**config.mk**
```make
export PLATFORM = sky130hd
export DESIGN_NAME = barycentric_triangle_zbuffer_raster
export DESIGN_NICKNAME = d
export VERILOG_FILES = /design/src/rtl/btzr_pkg.sv /design/src/rtl/btzr_ram.sv /design/src/rtl/btzr_front.sv /design/src/rtl/btzr_div.sv /design/src/rtl/btzr_back.sv /design/src/rtl/barycentric_triangle_zbuffer_raster.sv
export SDC_FILE = /design/constraint.sdc
export NUM_CORES = 2
export LEC_CHECK = 0
export BUFFER_PORTS_ARGS = -buffer_cell sky130_fd_sc_hd__buf_2
export CORE_UTILIZATION = 55
export CTS_CLUSTER_SIZE = 12
export DETAILED_ROUTE_END_ITERATION = 12
export PLACE_DENSITY = 0.74
export SYNTH_ARGS = -nofsm -noshare
export SYNTH_HDL_FRONTEND = slang
export SYNTH_SLANG_ARGS = --single-unit
```
**constraint.sdc**
```tcl
create_clock -name i_clk -period 11.75 [get_ports i_clk]
set_input_delay 0.5875 -clock i_clk [delete_from_list [all_inputs] [get_ports i_clk]]
set_output_delay 0.5875 -clock i_clk [all_outputs]
set_load 0.01 [all_outputs]
```
**src/rtl/btzr_pkg.sv**
```systemverilog
// Shared types, widths and the edge function of the triangle rasterizer.
package btzr_pkg;

    localparam int COORD_W = 3;
    localparam int DEPTH_W = 8;
    localparam int COLOR_W = 24;
    localparam int EDGE_W  = 11;
    localparam int AREA_W  = 9;
    localparam int PROD_W  = 18;
    localparam int NUM_W   = 20;

    typedef logic signed [EDGE_W-1:0] t_edge;

    // One triangle after setup, as it waits in the queue.
    typedef struct packed {
        logic               mode;
        logic [COORD_W-1:0] ax;
        logic [COORD_W-1:0] ay;
        logic [DEPTH_W-1:0] az;
        logic [COORD_W-1:0] bx;
        logic [COORD_W-1:0] by;
        logic [DEPTH_W-1:0] bz;
        logic [COORD_W-1:0] cx;
        logic [COORD_W-1:0] cy;
        logic [DEPTH_W-1:0] cz;
        logic [COLOR_W-1:0] color;
        logic [AREA_W-1:0]  area;
        logic               neg;
        logic [COORD_W-1:0] x0;
        logic [COORD_W-1:0] x1;
        logic [COORD_W-1:0] y0;
        logic [COORD_W-1:0] y1;
    } t_tri;

    // Twice the signed area of the triangle a, b, c.
    function automatic t_edge edge2(input logic [COORD_W-1:0] ax, input logic [COORD_W-1:0] ay,
                                    input logic [COORD_W-1:0] bx, input logic [COORD_W-1:0] by,
                                    input logic [COORD_W-1:0] cx, input logic [COORD_W-1:0] cy);
        int v;
        v = (int'(by) - int'(ay)) * (int'(bx) + int'(ax))
          + (int'(cy) - int'(by)) * (int'(cx) + int'(bx))
          + (int'(ay) - int'(cy)) * (int'(ax) + int'(cx));
        return EDGE_W'(v);
    endfunction

endpackage

```
**src/rtl/btzr_ram.sv**
```systemverilog
// Generic single-write, single-read RAM with registered read data.
module btzr_ram #(
    parameter int WIDTH = 8,
    parameter int DEPTH = 64,
    localparam int AW = (DEPTH > 1) ? $clog2(DEPTH) : 1
) (
    input  logic             i_clk,
    input  logic             i_we,
    input  logic [AW-1:0]    i_waddr,
    input  logic [WIDTH-1:0] i_wdata,
    input  logic             i_re,
    input  logic [AW-1:0]    i_raddr,
    output logic [WIDTH-1:0] o_rdata
);

    logic [WIDTH-1:0] r_mem [DEPTH];
    logic [WIDTH-1:0] r_rdata;

    // Write port and registered read port.
    always_ff @(posedge i_clk) begin
        if (i_we) begin
            r_mem[i_waddr] <= i_wdata;
        end
        if (i_re) begin
            r_rdata <= r_mem[i_raddr];
        end
    end

    assign o_rdata = r_rdata;

endmodule

```
**src/rtl/btzr_front.sv**
```systemverilog
// Front end: accepts a command, does triangle setup and queues it.
module btzr_front (
    input  logic                          i_clk,
    input  logic                          i_rst_n,
    input  logic                          i_push,
    input  logic                          i_mode,
    input  logic [btzr_pkg::COORD_W-1:0]  i_ax,
    input  logic [btzr_pkg::COORD_W-1:0]  i_ay,
    input  logic [btzr_pkg::DEPTH_W-1:0]  i_az,
    input  logic [btzr_pkg::COORD_W-1:0]  i_bx,
    input  logic [btzr_pkg::COORD_W-1:0]  i_by,
    input  logic [btzr_pkg::DEPTH_W-1:0]  i_bz,
    input  logic [btzr_pkg::COORD_W-1:0]  i_cx,
    input  logic [btzr_pkg::COORD_W-1:0]  i_cy,
    input  logic [btzr_pkg::DEPTH_W-1:0]  i_cz,
    input  logic [btzr_pkg::COLOR_W-1:0]  i_color,
    input  logic                          i_pop,
    output logic                          o_full,
    output logic                          o_valid,
    output btzr_pkg::t_tri                o_tri
);

    btzr_pkg::t_tri r_q [2];
    logic           r_wp;
    logic           r_rp;
    logic [1:0]     r_cnt;
    btzr_pkg::t_tri n_tri;
    btzr_pkg::t_edge s_raw;

    // Setup: doubled area, its sign and the bounding box.
    always_comb begin
        s_raw       = btzr_pkg::edge2(i_ax, i_ay, i_bx, i_by, i_cx, i_cy);
        n_tri.mode  = i_mode;
        n_tri.ax    = i_ax;
        n_tri.ay    = i_ay;
        n_tri.az    = i_az;
        n_tri.bx    = i_bx;
        n_tri.by    = i_by;
        n_tri.bz    = i_bz;
        n_tri.cx    = i_cx;
        n_tri.cy    = i_cy;
        n_tri.cz    = i_cz;
        n_tri.color = i_color;
        n_tri.neg   = s_raw[btzr_pkg::EDGE_W-1];
        n_tri.area  = n_tri.neg ? btzr_pkg::AREA_W'(-s_raw) : btzr_pkg::AREA_W'(s_raw);
        n_tri.x0    = (i_ax < i_bx) ? i_ax : i_bx;
        n_tri.x0    = (n_tri.x0 < i_cx) ? n_tri.x0 : i_cx;
        n_tri.x1    = (i_ax > i_bx) ? i_ax : i_bx;
        n_tri.x1    = (n_tri.x1 > i_cx) ? n_tri.x1 : i_cx;
        n_tri.y0    = (i_ay < i_by) ? i_ay : i_by;
        n_tri.y0    = (n_tri.y0 < i_cy) ? n_tri.y0 : i_cy;
        n_tri.y1    = (i_ay > i_by) ? i_ay : i_by;
        n_tri.y1    = (n_tri.y1 > i_cy) ? n_tri.y1 : i_cy;
    end

    // Two-entry queue toward the back end.
    always_ff @(posedge i_clk) begin
        if (!i_rst_n) begin
            r_wp  <= 1'b0;
            r_rp  <= 1'b0;
            r_cnt <= 2'd0;
        end else begin
            if (i_push) begin
                r_q[r_wp] <= n_tri;
                r_wp      <= ~r_wp;
            end
            if (i_pop) begin
                r_rp <= ~r_rp;
            end
            r_cnt <= r_cnt + 2'(i_push) - 2'(i_pop);
        end
    end

    assign o_full  = (r_cnt == 2'd2);
    assign o_valid = (r_cnt != 2'd0);
    assign o_tri   = r_q[r_rp];

endmodule

```
**src/rtl/btzr_div.sv**
```systemverilog
// Restoring divider: one quotient bit per cycle, quotient known to fit in eight bits.
module btzr_div (
    input  logic                         i_clk,
    input  logic                         i_rst_n,
    input  logic                         i_start,
    input  logic [btzr_pkg::NUM_W-1:0]   i_num,
    input  logic [btzr_pkg::AREA_W-1:0]  i_den,
    output logic                         o_done,
    output logic [btzr_pkg::DEPTH_W-1:0] o_quot
);

    logic                         r_busy;
    logic                         r_done;
    logic [2:0]                   r_cnt;
    logic [btzr_pkg::NUM_W-1:0]   r_rem;
    logic [btzr_pkg::AREA_W-1:0]  r_den;
    logic [btzr_pkg::DEPTH_W-1:0] r_quot;
    logic [btzr_pkg::NUM_W-1:0]   shifted;

    assign shifted = btzr_pkg::NUM_W'(r_den) << r_cnt;

    // One compare and subtract per cycle, highest quotient bit first.
    always_ff @(posedge i_clk) begin
        if (!i_rst_n) begin
            r_busy <= 1'b0;
            r_done <= 1'b0;
        end else begin
            r_done <= 1'b0;
            if (i_start) begin
                r_busy <= 1'b1;
                r_cnt  <= 3'd7;
                r_rem  <= i_num;
                r_den  <= i_den;
                r_quot <= '0;
            end else if (r_busy) begin
                if (r_rem >= shifted) begin
                    r_rem         <= r_rem - shifted;
                    r_quot[r_cnt] <= 1'b1;
                end
                r_cnt <= r_cnt - 3'd1;
                if (r_cnt == 3'd0) begin
                    r_busy <= 1'b0;
                    r_done <= 1'b1;
                end
            end
        end
    end

    assign o_done = r_done;
    assign o_quot = r_quot;

endmodule

```
**src/rtl/btzr_back.sv**
```systemverilog
// Back end: walks the bounding box, tests edges and depth, updates the depth store.
module btzr_back #(
    parameter int SCREEN_WIDTH  = 8,
    parameter int SCREEN_HEIGHT = 8
) (
    input  logic                         i_clk,
    input  logic                         i_rst_n,
    input  logic                         i_valid,
    input  btzr_pkg::t_tri               i_tri,
    output logic                         o_pop,
    output logic                         o_strobe,
    output logic [btzr_pkg::COORD_W-1:0] o_col,
    output logic [btzr_pkg::COORD_W-1:0] o_row,
    output logic [btzr_pkg::COLOR_W-1:0] o_color,
    output logic [btzr_pkg::DEPTH_W-1:0] o_depth,
    output logic                         o_valid,
    output logic                         o_last
);

    localparam int CELLS = SCREEN_WIDTH * SCREEN_HEIGHT;
    localparam int AW    = (CELLS > 1) ? $clog2(CELLS) : 1;

    typedef enum logic [6:0] {
        S_IDLE  = 7'b0000001,
        S_EDGE  = 7'b0000010,
        S_MUL   = 7'b0000100,
        S_CMP   = 7'b0001000,
        S_DIV   = 7'b0010000,
        S_NEXT  = 7'b0100000,
        S_FLUSH = 7'b1000000
    } t_state;

    t_state                       r_state;
    btzr_pkg::t_tri               r_tri;
    logic [btzr_pkg::COORD_W-1:0] r_px;
    logic [btzr_pkg::COORD_W-1:0] r_py;
    logic [CELLS-1:0]             r_vld;
    logic [AW-1:0]                r_idx;
    btzr_pkg::t_edge              r_e1;
    btzr_pkg::t_edge              r_e2;
    btzr_pkg::t_edge              r_e3;
    logic [btzr_pkg::PROD_W-1:0]  r_p1;
    logic [btzr_pkg::PROD_W-1:0]  r_p2;
    logic [btzr_pkg::PROD_W-1:0]  r_p3;
    logic [btzr_pkg::NUM_W-1:0]   r_ref;
    logic                         r_have;
    logic [btzr_pkg::COORD_W-1:0] r_pcol;
    logic [btzr_pkg::COORD_W-1:0] r_prow;
    logic [btzr_pkg::DEPTH_W-1:0] r_pdepth;
    logic                         r_strobe;
    logic [btzr_pkg::COORD_W-1:0] r_col;
    logic [btzr_pkg::COORD_W-1:0] r_row;
    logic [btzr_pkg::COLOR_W-1:0] r_color;
    logic [btzr_pkg::DEPTH_W-1:0] r_depth;
    logic                         r_valid;
    logic                         r_last;

    btzr_pkg::t_edge              e1;
    btzr_pkg::t_edge              e2;
    btzr_pkg::t_edge              e3;
    logic                         on_screen;
    logic [AW-1:0]                idx;
    logic [btzr_pkg::NUM_W-1:0]   num;
    logic [btzr_pkg::DEPTH_W-1:0] ram_q;
    logic [btzr_pkg::DEPTH_W-1:0] stored;
    logic                         div_start;
    logic                         div_done;
    logic [btzr_pkg::DEPTH_W-1:0] div_quot;
    logic                         ram_we;

    // Edge values of the current pixel, sign-normalized by the area.
    always_comb begin
        e1 = btzr_pkg::edge2(r_px, r_py, r_tri.bx, r_tri.by, r_tri.cx, r_tri.cy);
        e2 = btzr_pkg::edge2(r_px, r_py, r_tri.cx, r_tri.cy, r_tri.ax, r_tri.ay);
        e3 = btzr_pkg::edge2(r_px, r_py, r_tri.ax, r_tri.ay, r_tri.bx, r_tri.by);
        if (r_tri.neg) begin
            e1 = -e1;
            e2 = -e2;
            e3 = -e3;
        end
        on_screen = (int'(r_px) < SCREEN_WIDTH) && (int'(r_py) < SCREEN_HEIGHT);
        idx       = AW'(int'(r_py) * SCREEN_WIDTH + int'(r_px));
        num       = btzr_pkg::NUM_W'(r_p1) + btzr_pkg::NUM_W'(r_p2)
                  + btzr_pkg::NUM_W'(r_p3);
        stored    = r_vld[r_idx] ? ram_q : '0;
    end

    assign div_start = (r_state == S_CMP) && (r_ref < num);
    assign ram_we    = (r_state == S_DIV) && div_done;
    assign o_pop     = (r_state == S_IDLE) && i_valid;

    btzr_ram #(
        .WIDTH (btzr_pkg::DEPTH_W),
        .DEPTH (CELLS)
    ) u_store (
        .i_clk   (i_clk),
        .i_we    (ram_we),
        .i_waddr (r_idx),
        .i_wdata (div_quot),
        .i_re    (r_state == S_EDGE),
        .i_raddr (idx),
        .o_rdata (ram_q)
    );

    btzr_div u_div (
        .i_clk   (i_clk),
        .i_rst_n (i_rst_n),
        .i_start (div_start),
        .i_num   (num),
        .i_den   (r_tri.area),
        .o_done  (div_done),
        .o_quot  (div_quot)
    );

    // Pixel walk sequencer; a drawn pixel is held back one beat to mark the last one.
    always_ff @(posedge i_clk) begin
        if (!i_rst_n) begin
            r_state  <= S_IDLE;
            r_vld    <= '0;
            r_have   <= 1'b0;
            r_strobe <= 1'b0;
        end else begin
            r_strobe <= 1'b0;
            case (r_state)
                S_IDLE: begin
                    if (i_valid) begin
                        r_tri  <= i_tri;
                        r_px   <= i_tri.x0;
                        r_py   <= i_tri.y0;
                        r_have <= 1'b0;
                        if (!i_tri.mode || i_tri.area == '0) begin
                            if (!i_tri.mode) begin
                                r_vld <= '0;
                            end
                            r_strobe <= 1'b1;
                            r_col    <= '0;
                            r_row    <= '0;
                            r_color  <= '0;
                            r_depth  <= '0;
                            r_valid  <= 1'b0;
                            r_last   <= 1'b1;
                        end else begin
                            r_state <= S_EDGE;
                        end
                    end
                end
                S_EDGE: begin
                    r_e1  <= e1;
                    r_e2  <= e2;
                    r_e3  <= e3;
                    r_idx <= idx;
                    if (!on_screen || e1 < 0 || e2 < 0 || e3 < 0) begin
                        r_state <= S_NEXT;
                    end else begin
                        r_state <= S_MUL;
                    end
                end
                S_MUL: begin
                    r_p1    <= btzr_pkg::PROD_W'(r_e1[btzr_pkg::EDGE_W-2:0])
                             * btzr_pkg::PROD_W'(r_tri.az);
                    r_p2    <= btzr_pkg::PROD_W'(r_e2[btzr_pkg::EDGE_W-2:0])
                             * btzr_pkg::PROD_W'(r_tri.bz);
                    r_p3    <= btzr_pkg::PROD_W'(r_e3[btzr_pkg::EDGE_W-2:0])
                             * btzr_pkg::PROD_W'(r_tri.cz);
                    r_ref   <= btzr_pkg::NUM_W'(stored) * btzr_pkg::NUM_W'(r_tri.area);
                    r_state <= S_CMP;
                end
                S_CMP: begin
                    r_state <= div_start ? S_DIV : S_NEXT;
                end
                S_DIV: begin
                    if (div_done) begin
                        r_vld[r_idx] <= 1'b1;
                        if (r_have) begin
                            r_strobe <= 1'b1;
                            r_col    <= r_pcol;
                            r_row    <= r_prow;
                            r_color  <= r_tri.color;
                            r_depth  <= r_pdepth;
                            r_valid  <= 1'b1;
                            r_last   <= 1'b0;
                        end
                        r_have   <= 1'b1;
                        r_pcol   <= r_px;
                        r_prow   <= r_py;
                        r_pdepth <= div_quot;
                        r_state  <= S_NEXT;
                    end
                end
                S_NEXT: begin
                    if (r_px == r_tri.x1 && r_py == r_tri.y1) begin
                        r_state <= S_FLUSH;
                    end else begin
                        if (r_py == r_tri.y1) begin
                            r_py <= r_tri.y0;
                            r_px <= r_px + btzr_pkg::COORD_W'(1);
                        end else begin
                            r_py <= r_py + btzr_pkg::COORD_W'(1);
                        end
                        r_state <= S_EDGE;
                    end
                end
                S_FLUSH: begin
                    r_strobe <= 1'b1;
                    r_last   <= 1'b1;
                    r_valid  <= r_have;
                    r_col    <= r_have ? r_pcol : '0;
                    r_row    <= r_have ? r_prow : '0;
                    r_color  <= r_have ? r_tri.color : '0;
                    r_depth  <= r_have ? r_pdepth : '0;
                    r_state  <= S_IDLE;
                end
                default: begin
                    r_state <= S_IDLE;
                end
            endcase
        end
    end

    assign o_strobe = r_strobe;
    assign o_col    = r_col;
    assign o_row    = r_row;
    assign o_color  = r_color;
    assign o_depth  = r_depth;
    assign o_valid  = r_valid;
    assign o_last   = r_last;

endmodule

```
**src/rtl/barycentric_triangle_zbuffer_raster.sv**
```systemverilog
// Top level of the triangle rasterizer with depth store.
// A clear or zero-area triangle gives its marker straight from the idle state of the back end.
// Other triangles walk the bounding box one pixel at a time; each drawn pixel waits on the
// 8-step divider, and the next command is popped only once the last one is done.
// A two-entry command queue holds busy low until it is full; results cannot stall.
// Synchronous reset empties the queue and marks the whole depth store as zero.
module barycentric_triangle_zbuffer_raster #(
    parameter int SCREEN_WIDTH  = 8,
    parameter int SCREEN_HEIGHT = 8
) (
    input  logic                         i_clk,
    input  logic                         i_rst_n,
    input  logic                         start,
    output logic                         busy,
    input  logic                         i_mode,
    input  logic [btzr_pkg::COORD_W-1:0] i_vert_a_x,
    input  logic [btzr_pkg::COORD_W-1:0] i_vert_a_y,
    input  logic [btzr_pkg::DEPTH_W-1:0] i_vert_a_depth,
    input  logic [btzr_pkg::COORD_W-1:0] i_vert_b_x,
    input  logic [btzr_pkg::COORD_W-1:0] i_vert_b_y,
    input  logic [btzr_pkg::DEPTH_W-1:0] i_vert_b_depth,
    input  logic [btzr_pkg::COORD_W-1:0] i_vert_c_x,
    input  logic [btzr_pkg::COORD_W-1:0] i_vert_c_y,
    input  logic [btzr_pkg::DEPTH_W-1:0] i_vert_c_depth,
    input  logic [btzr_pkg::COLOR_W-1:0] i_fill_color,
    output logic                         o_strobe,
    output logic [btzr_pkg::COORD_W-1:0] o_pixel_col,
    output logic [btzr_pkg::COORD_W-1:0] o_pixel_row,
    output logic [btzr_pkg::COLOR_W-1:0] o_pixel_color,
    output logic [btzr_pkg::DEPTH_W-1:0] o_pixel_depth,
    output logic                         o_pixel_valid,
    output logic                         o_last_of_run
);

    logic           q_full;
    logic           q_valid;
    logic           q_pop;
    btzr_pkg::t_tri q_tri;

    assign busy = q_full;

    btzr_front u_front (
        .i_clk   (i_clk),
        .i_rst_n (i_rst_n),
        .i_push  (start && !q_full),
        .i_mode  (i_mode),
        .i_ax    (i_vert_a_x),
        .i_ay    (i_vert_a_y),
        .i_az    (i_vert_a_depth),
        .i_bx    (i_vert_b_x),
        .i_by    (i_vert_b_y),
        .i_bz    (i_vert_b_depth),
        .i_cx    (i_vert_c_x),
        .i_cy    (i_vert_c_y),
        .i_cz    (i_vert_c_depth),
        .i_color (i_fill_color),
        .i_pop   (q_pop),
        .o_full  (q_full),
        .o_valid (q_valid),
        .o_tri   (q_tri)
    );

    btzr_back #(
        .SCREEN_WIDTH  (SCREEN_WIDTH),
        .SCREEN_HEIGHT (SCREEN_HEIGHT)
    ) u_back (
        .i_clk    (i_clk),
        .i_rst_n  (i_rst_n),
        .i_valid  (q_valid),
        .i_tri    (q_tri),
        .o_pop    (q_pop),
        .o_strobe (o_strobe),
        .o_col    (o_pixel_col),
        .o_row    (o_pixel_row),
        .o_color  (o_pixel_color),
        .o_depth  (o_pixel_depth),
        .o_valid  (o_pixel_valid),
        .o_last   (o_last_of_run)
    );

    // An empty marker always closes its command.
    a_marker_last: assert property (@(posedge i_clk) disable iff (!i_rst_n)
        o_strobe && !o_pixel_valid |-> o_last_of_run)
        else $error("empty marker without last flag");

    // Drawn pixels lie on the screen.
    a_on_screen: assert property (@(posedge i_clk) disable iff (!i_rst_n)
        o_strobe && o_pixel_valid |->
            (int'(o_pixel_col) < SCREEN_WIDTH) && (int'(o_pixel_row) < SCREEN_HEIGHT))
        else $error("pixel outside the screen");

    // No result beat follows directly out of reset.
    a_reset_quiet: assert property (@(posedge i_clk)
        !i_rst_n |=> !o_strobe)
        else $error("result beat after reset");

endmodule
```
## Word-level counts from Yosys, hierarchy flattened

Memories as Yosys holds them, arrays and structs flattened. A register that Yosys moved wholly into a read port is not among the register bits.
Cells that the tools add are included.

- Output and inout port bits: 42
- Input bits: 70
- Memories kept: 2
- Word-level logic and storage cells: 279
- Bits in registers: 371
- RAM bits: 690

Memory list:

| name | depth | bits a word | read ports | clocked after Yosys merged registers in | wr ports | line | RTL |
|---|---|---|---|---|---|---|---|
| u_back.u_store.r_mem | 64 | 8 | 1 | 1 | 1 | btzr_ram.sv:16 | `logic [WIDTH-1:0] r_mem [DEPTH];` |
| u_front.r_q | 2 | 89 | 1 | 1 | 1 | btzr_front.sv:23 | `btzr_pkg::t_tri r_q [2];` |

- Magnitude comparators: 17
- Equal/unequal tests: 18
- Bitwise logic cells: 6
- Muxes and demuxes: 96
- Shifts and indexed selects: 1
- Add/sub/neg operators: 42
- Multiply operators: 16
- Reductions and logical operators: 34

Operators by type and width:

| cell | count |
|---|---|
| multiplier 32 x 32 -> 11 bit | 12 |
| 2-to-1 mux 64 bit | 4 |
| one-hot mux 64 bit (2 select lines) | 1 |
| 2-to-1 mux 24 bit | 5 |
| adder 11 bit | 8 |
| one-hot mux 24 bit (3 select lines) | 1 |
| 2-to-1 mux 3 bit | 23 |
| 2-to-1 mux 8 bit | 8 |
| OR 64 bit | 1 |
| 2-to-1 mux 20 bit | 3 |
| multiplier 10 x 9 -> 18 bit | 3 |
| subtractor 3 x 3 -> 4 bit | 12 |
| one-hot mux 7 bit (6 select lines) | 1 |
| adder 3 x 3 -> 4 bit | 9 |
| < comparator 11 x 1 -> 1 bit (second input constant) | 3 |
| 2-to-1 mux 11 bit | 3 |
| negator 11 bit | 3 |
| 2-to-1 mux 1 bit | 28 |
| 2-to-1 mux 7 bit | 4 |
| one-hot mux 8 bit (3 select lines) | 1 |
| adder 20 x 18 -> 20 bit | 1 |
| >= comparator 20 bit | 1 |
| < comparator 17 x 20 -> 1 bit | 1 |
| left shift 9 x 3 -> 20 bit | 1 |
| 50 further kinds | 93 |

## Depth between registers and ports, before layout

- Depth in word-level cells: 11
- Gate-level depth with buffers: 30

## By module

Synthesis repeated with hierarchy kept, for this count alone.

- Cell total of the unflattened synthesis: 5031
- Area, all modules: 64919.8 um^2

Modules (own cells, without submodules):

| module | area each (um^2) | instances | cells each | seq. area each (um^2) |
|---|---|---|---|---|
| btzr_back | 31674.1 | 1 | 3055 | 9028.7 |
| btzr_ram | 20270.7 | 1 | 972 | 15615.0 |
| btzr_front | 9949.5 | 1 | 680 | 5445.2 |
| btzr_div | 3011.6 | 1 | 323 | 1241.2 |
| barycentric_triangle_zbuffer_raster | 13.8 | 1 | 1 | 0.0 |

## Worst setup path before layout

OpenSTA, ideal clock, no wires.

- Path type: input port to flip-flop
- Start: input port i_rst_n
- End: memory u_front.r_q[1][0] (netlist name) (enable)
- Buffers on the path: 2
- Setup slack: 3.849 ns
- Arrival time: 7.256 ns
- Stages: 4
- Cell sequence: clkbuf_1 inv_1 clkbuf_1 nor3_1

- Cells in the longest elaborated chain, start to end: 2

Ends and longest elaborated chain:

| what | line | RTL |
|---|---|---|
| start: declaration | barycentric_triangle_zbuffer_raster.sv:12 | `input logic i_rst_n,` |
| 2-to-1 mux 1 bit | btzr_front.sv:58 | `if (!i_rst_n) begin` |
| 2-to-1 mux 1 bit (implied by the code) | btzr_front.sv:64 | `r_q[r_wp] <= n_tri;` |
| end: declaration | btzr_front.sv:23 |  |

No other way between the ends.

## Final worst setup path

- Start: register u_back.r_py[2] (netlist name)
- End: register u_back.r_state[5]

- Cells in the longest elaborated chain, start to end: 11
- Elaborated cells on any way between the ends: 31
- Classes of those cells: add/sub: 15; mul: 6; order compare: 3; mux: 5; reduce/logical: 2

Ends and longest elaborated chain:

| what | line | RTL |
|---|---|---|
| start: declaration | btzr_back.sv:36 | `logic [btzr_pkg::COORD_W-1:0] r_py;` |
| start signal: assignment | btzr_back.sv:129 | `r_py <= i_tri.y0;` |
| start signal: assignment | btzr_back.sv:195 | `r_py <= r_tri.y0;` |
| start signal: assignment | btzr_back.sv:198 | `r_py <= r_py + btzr_pkg::COORD_W'(1);` |
| subtractor 3 x 3 -> 4 bit | btzr_pkg.sv:40 | `v = (int'(by) - int'(ay)) * (int'(bx) + int'(ax))` |
| multiplier 32 x 32 -> 11 bit | btzr_pkg.sv:40 |  |
| adder 11 bit | btzr_pkg.sv:41 | `+ (int'(cy) - int'(by)) * (int'(cx) + int'(bx))` |
| adder 11 bit | btzr_pkg.sv:42 | `+ (int'(ay) - int'(cy)) * (int'(ax) + int'(cx));` |
| negator 11 bit, on equally long branches | btzr_back.sv:77, btzr_back.sv:78 |  |
| 2-to-1 mux 11 bit | btzr_back.sv:76 | `if (r_tri.neg) begin` |
| < comparator 11 x 1 -> 1 bit | btzr_back.sv:152 | `if (!on_screen \|\| e1 < 0 \|\| e2 < 0 \|\| e3 < 0) begin` |
| logical OR 1 bit | btzr_back.sv:152 |  |
| logical OR 1 bit (*) | btzr_back.sv:152 |  |
| 2-to-1 mux 6 bit (*) | btzr_back.sv:152 |  |
| one-hot mux 7 bit (6 select lines) (*) | btzr_back.sv:124 | `case (r_state)` |
| end signal: assignment | btzr_back.sv:169 | `r_state <= div_start ? S_DIV : S_NEXT;` |
| end: declaration | btzr_back.sv:33 | `t_state r_state;` |

Mark *: on every way between the ends. The rest lies on a longest branch, timed or not.
A chain may end at the register's enable or synchronous reset.

==> impl_results.md <==
- Via density per instance: 5.705
- EDFF count, synth: 990
- Mux contribution to synthesized area: 8.192%
- Critical path's largest stage delay: 0.89 ns
- Fin. Hold Viols: 0
- Synth area leader: edfxtp_1
- CTS H-tree depth: 3
- Layer with the highest usage: met2
- FP Rows: 125
- First-pass DRT Iterations: 5
- Worst path required time: 12.35 ns
- Die W: 344.4 um
- GRT met3 Usage: 3.423%
- Critical path arrival: 8.87 ns
- Post-synth cell types: 74
- Die area: 118,600 sq um
- Hold EP: u_front.r_q[1][88]$_DFFE_PP_
- Slowest CP cell: nor4_1
- Reg-to-reg critical path startpoint: u_back.r_py[2]$_DFFE_PP_
- CP endpoint kind: flop
- Worst-Skew Late Latency: 0.73 ns
- Adder-cell share of the synthesized area: 22.02%
- DRC: 0
- Worst path top cell family by delay: adder cells
- CTS Buffer Depth: 3
- Syn Nets: 5,850
- Layout Nets: 5,989
- Iter 0 DRT Violations: 2,886
- Register bit total from synthesis: 1,070
- IO buf count: 111
- Ys flop type: edfxtp_1
- Synthesized cell area: 64,480 sq um
- Final setup violation count: 0
- Core area: 116,200 sq um
- Critical-path cell list: inv_2 > ha_1 > inv_1 > o21bai_1 > inv_1 > fa_1 > inv_1 > fa_1 > fa_1 > inv_1 > fa_1 > ha_1 > fa_1 > ha_1 > fa_1 > a211oi_1 > or4b_2 > o311ai_0 > nor4_1 > xor2_1 > a211oi_1 > o21ai_0 > a311oi_1
- Hold-fix buffers, CTS: 0
- RePlAce Congestion: 0.9213
- Num CTS Buffers: 108
- Syn_area_per_cell: 13.16 sq um
- Synth warnings: 0
- Met1 Usage GRT: 33.72%
- Clock transition at the registers of the reported paths: 0.06 ns
- WS Path Type: reg -> reg
- Root buffer cell: clkbuf_16
- Final Cycle Share: 70.38%
- Area share of xor/xnor cells in the synthesized design: 2.975%
- Total of max-cap violations: 0
- Vias in the first global route: 38,601
- Status: finished clean
- Worst-case reg-to-reg path depth: 23
- Register-to-register setup slack: 3.48 ns
- Slew Viols, Final: 0
- Initial antenna violation count: 7
- Via count: 37,805
- Worst Setup Start Kind: flop
- I/O pin cnt: 112
- GR Util All Layers: 23.73%
- RSZ-0062 raised after global routing: no
- Worst clock skew: 0.05644 ns
- Max-Slew Margin vs Limit: 18.86%
- Worst Path Buf+Inv: 5
- Yosys top cell area share: 46.10%
- Seq/Total Area, Yosys: 48.59%
- CP Max Fanout: 11
- Worst slew pin tran: 1.212 ns
- Drt total wl: 138,100 um
- Synth area leaders: edfxtp_1, fa_1, ha_1, mux4_2, inv_1
- Postcts setup bufs: 0
- Crit-path most repeated cell: fa_1
- Ys async rst share: 0%
- Reg2Reg Capture Point: u_back.r_state[5]$_SDFFE_PN0P_
- Main combinational cell family by area after synthesis: adder cells
- Met2 usage: 38.33%
- Die Y: 344.4 um
- Compound-Gate Fraction of Synth Area: 5.060%
- TritonCTS Sinks: 1,070
- ANT nets after route: 0
- HPWL after DPL: 97,580 um
- Post-CTS Resized: 0
- Syn-to-layout area delta: 8.848%
- Fin crit period: 8.269 ns
- Starting Density: 55.49%
- First-pass GRT wire length: 216,500 um
- GRT overflow: 0
- FMAX: 120.9 MHz
- CTS tree: built
- Avg WL per Cell: 20.84 um
- Worst Hold Depth: 1
- Pin count of the biggest net entering global routing: 133
- Hold/Removal Path Class: in -> reg
- Fraction of layout cells with a size suffix above 1: 11.76%
- Hold wc startpoint: i_mode
- Post-Synth Simple-Gate Area: 8.627%
- Worst hold slack: 0.05237 ns
- TNS Setup: 0 ns
- Synthesized instance count: 4,899
-- synthesized netlist by cell type (15+ instances only) --
master / instances
nand2_1: 263
fa_1: 423
nor2_1: 332
xnor2_1: 156
a21o_1: 65
xor2_1: 63
or2_2: 31
ha_1: 458
mux2i_1: 35
and2_1: 255
clkbuf_1: 90
dfxtp_1: 80
or3_1: 17
a31oi_1: 26
buf_1: 22
mux2_2: 98
a21oi_1: 183
o21ai_0: 111
mux4_2: 170
nand3_1: 19
nand2b_1: 39
nor3_1: 32
and3_1: 15
a211oi_1: 17
inv_1: 655
o21bai_1: 15
edfxtp_1: 990
nor2b_1: 73
-- worst max-delay path by stage --
| stage | start | to | slack (ns) | cells past startpoint |
|---|---|---|---|---|
| 2_1_floorplan | i_rst_n | u_front.r_q[1][0]$_DFFE_PP_ | 3.85 | 4 |
| 3_3_place_gp | u_back.r_py[2]$_DFFE_PP_ | u_back.r_state[5]$_SDFFE_PN0P_ | 3.57 | 23 |
| 3_5_place_dp | u_back.r_py[2]$_DFFE_PP_ | u_back.r_state[5]$_SDFFE_PN0P_ | 3.35 | 23 |
| 4_1_cts | u_back.r_py[2]$_DFFE_PP_ | u_back.r_state[5]$_SDFFE_PN0P_ | 3.37 | 23 |
| 5_1_grt | u_back.r_py[2]$_DFFE_PP_ | u_back.r_state[5]$_SDFFE_PN0P_ | 2.88 | 23 |
| 6_report | u_back.r_py[2]$_DFFE_PP_ | u_back.r_state[5]$_SDFFE_PN0P_ | 3.48 | 23 |
-- flip-flops by register name, summed over array words and instances (netlist names), 7 cells and up, named ones only --
signal,cells
u_back.o_color,24
u_back.o_depth,8
u_back.r_e1,10
u_back.r_e2,10
u_back.r_e3,10
u_back.r_p1,18
u_back.r_p2,18
u_back.r_p3,18
u_back.r_pdepth,8
u_back.r_ref,17
u_back.r_state,7
u_back.r_tri,85
u_back.r_vld,64
u_back.u_div.o_quot,8
u_back.u_div.r_den,9
u_back.u_div.r_rem,20
u_back.u_store.o_rdata,8
u_back.u_store.r_mem,512
u_front.r_q,178
-- worst register-to-register path: stages, from the launching register on --
cell	delay (ns)
edfxtp_1	0.61
inv_2	0.30
ha_1	0.50
inv_1	0.08
o21bai_1	0.44
inv_1	0.18
fa_1	0.56
inv_1	0.05
fa_1	0.49
fa_1	0.51
inv_1	0.05
fa_1	0.43
ha_1	0.32
fa_1	0.46
ha_1	0.25
fa_1	0.42
a211oi_1	0.37
or4b_2	0.19
o311ai_0	0.20
nor4_1	0.89
xor2_1	0.16
a211oi_1	0.31
o21ai_0	0.14
a311oi_1	0.27
-- through the flow --
step                      util, %  std cells  cell area (sq um)  setup slack [ns]
after floorplan                 -       4899              64480             3.849
after global placement      57.52       6452              66840             3.568
after detailed placement    57.52       6452              66840             3.351
after CTS                   60.40       6626              70190             3.374
after global routing        60.40       6626              70190             2.876
final                       60.40       6627              70190             3.481
-- area by class of cell --
class / count / area (sq um)
antenna: 1 / 2.502
fill: 8729 / 46020
clock buffer: 147 / 2899
sequential: 1070 / 31330
multi-input combinational: 3054 / 30280
tap: 1524 / 1907
timing repair buffer: 148 / 858.3
inverter: 656 / 2462
clock inverter: 27 / 444.2
-- logic make-up (layout without fill, tap and decap cells) --
| kind of cell | Yosys count | in the layout |
|---|---|---|
| AOI/OAI and AO/OA | 523 | 523 |
| and+or+nand+nor | 1128 | 1128 |
| adders and majority gates | 881 | 881 |
| other | 0 | 1 |
| DFF | 1070 | 1070 |
| buffers and inverters | 775 | 978 |
| xor gates and xnor gates | 219 | 219 |
| muxes | 303 | 303 |
-- per-layer routing --
| metal | part of all wire (%) | wire length [um] | vias to the layer above |
|---|---|---|---|
| met4 | 2.3 | 3155 | 8 |
| met1 | 44 | 60370 | 19136 |
| met2 | 48 | 65710 | 1156 |
| met5 | 0.033 | 46 | - |
| li1 | - | - | 17289 |
| met3 | 6.4 | 8814 | 216 |
-- cell usage in the layout, fill, tap and decap left out, types with 39 or more instances in the layout --
cell       instances
edfxtp_1         990
inv_1            655
ha_1             458
fa_1             423
nor2_1           330
nand2_1          263
and2_1           254
a21oi_1          182
mux4_2           170
xnor2_1          156
o21ai_0          111
buf_2            111
clkbuf_16        108
mux2_2            98
dfxtp_1           79
nor2b_1           73
a21o_1            65
xor2_1            63
nand2b_1          39
Power is not shown: default switching activity piles up to over one toggle a cycle in this logic, so the estimate is an artifact.
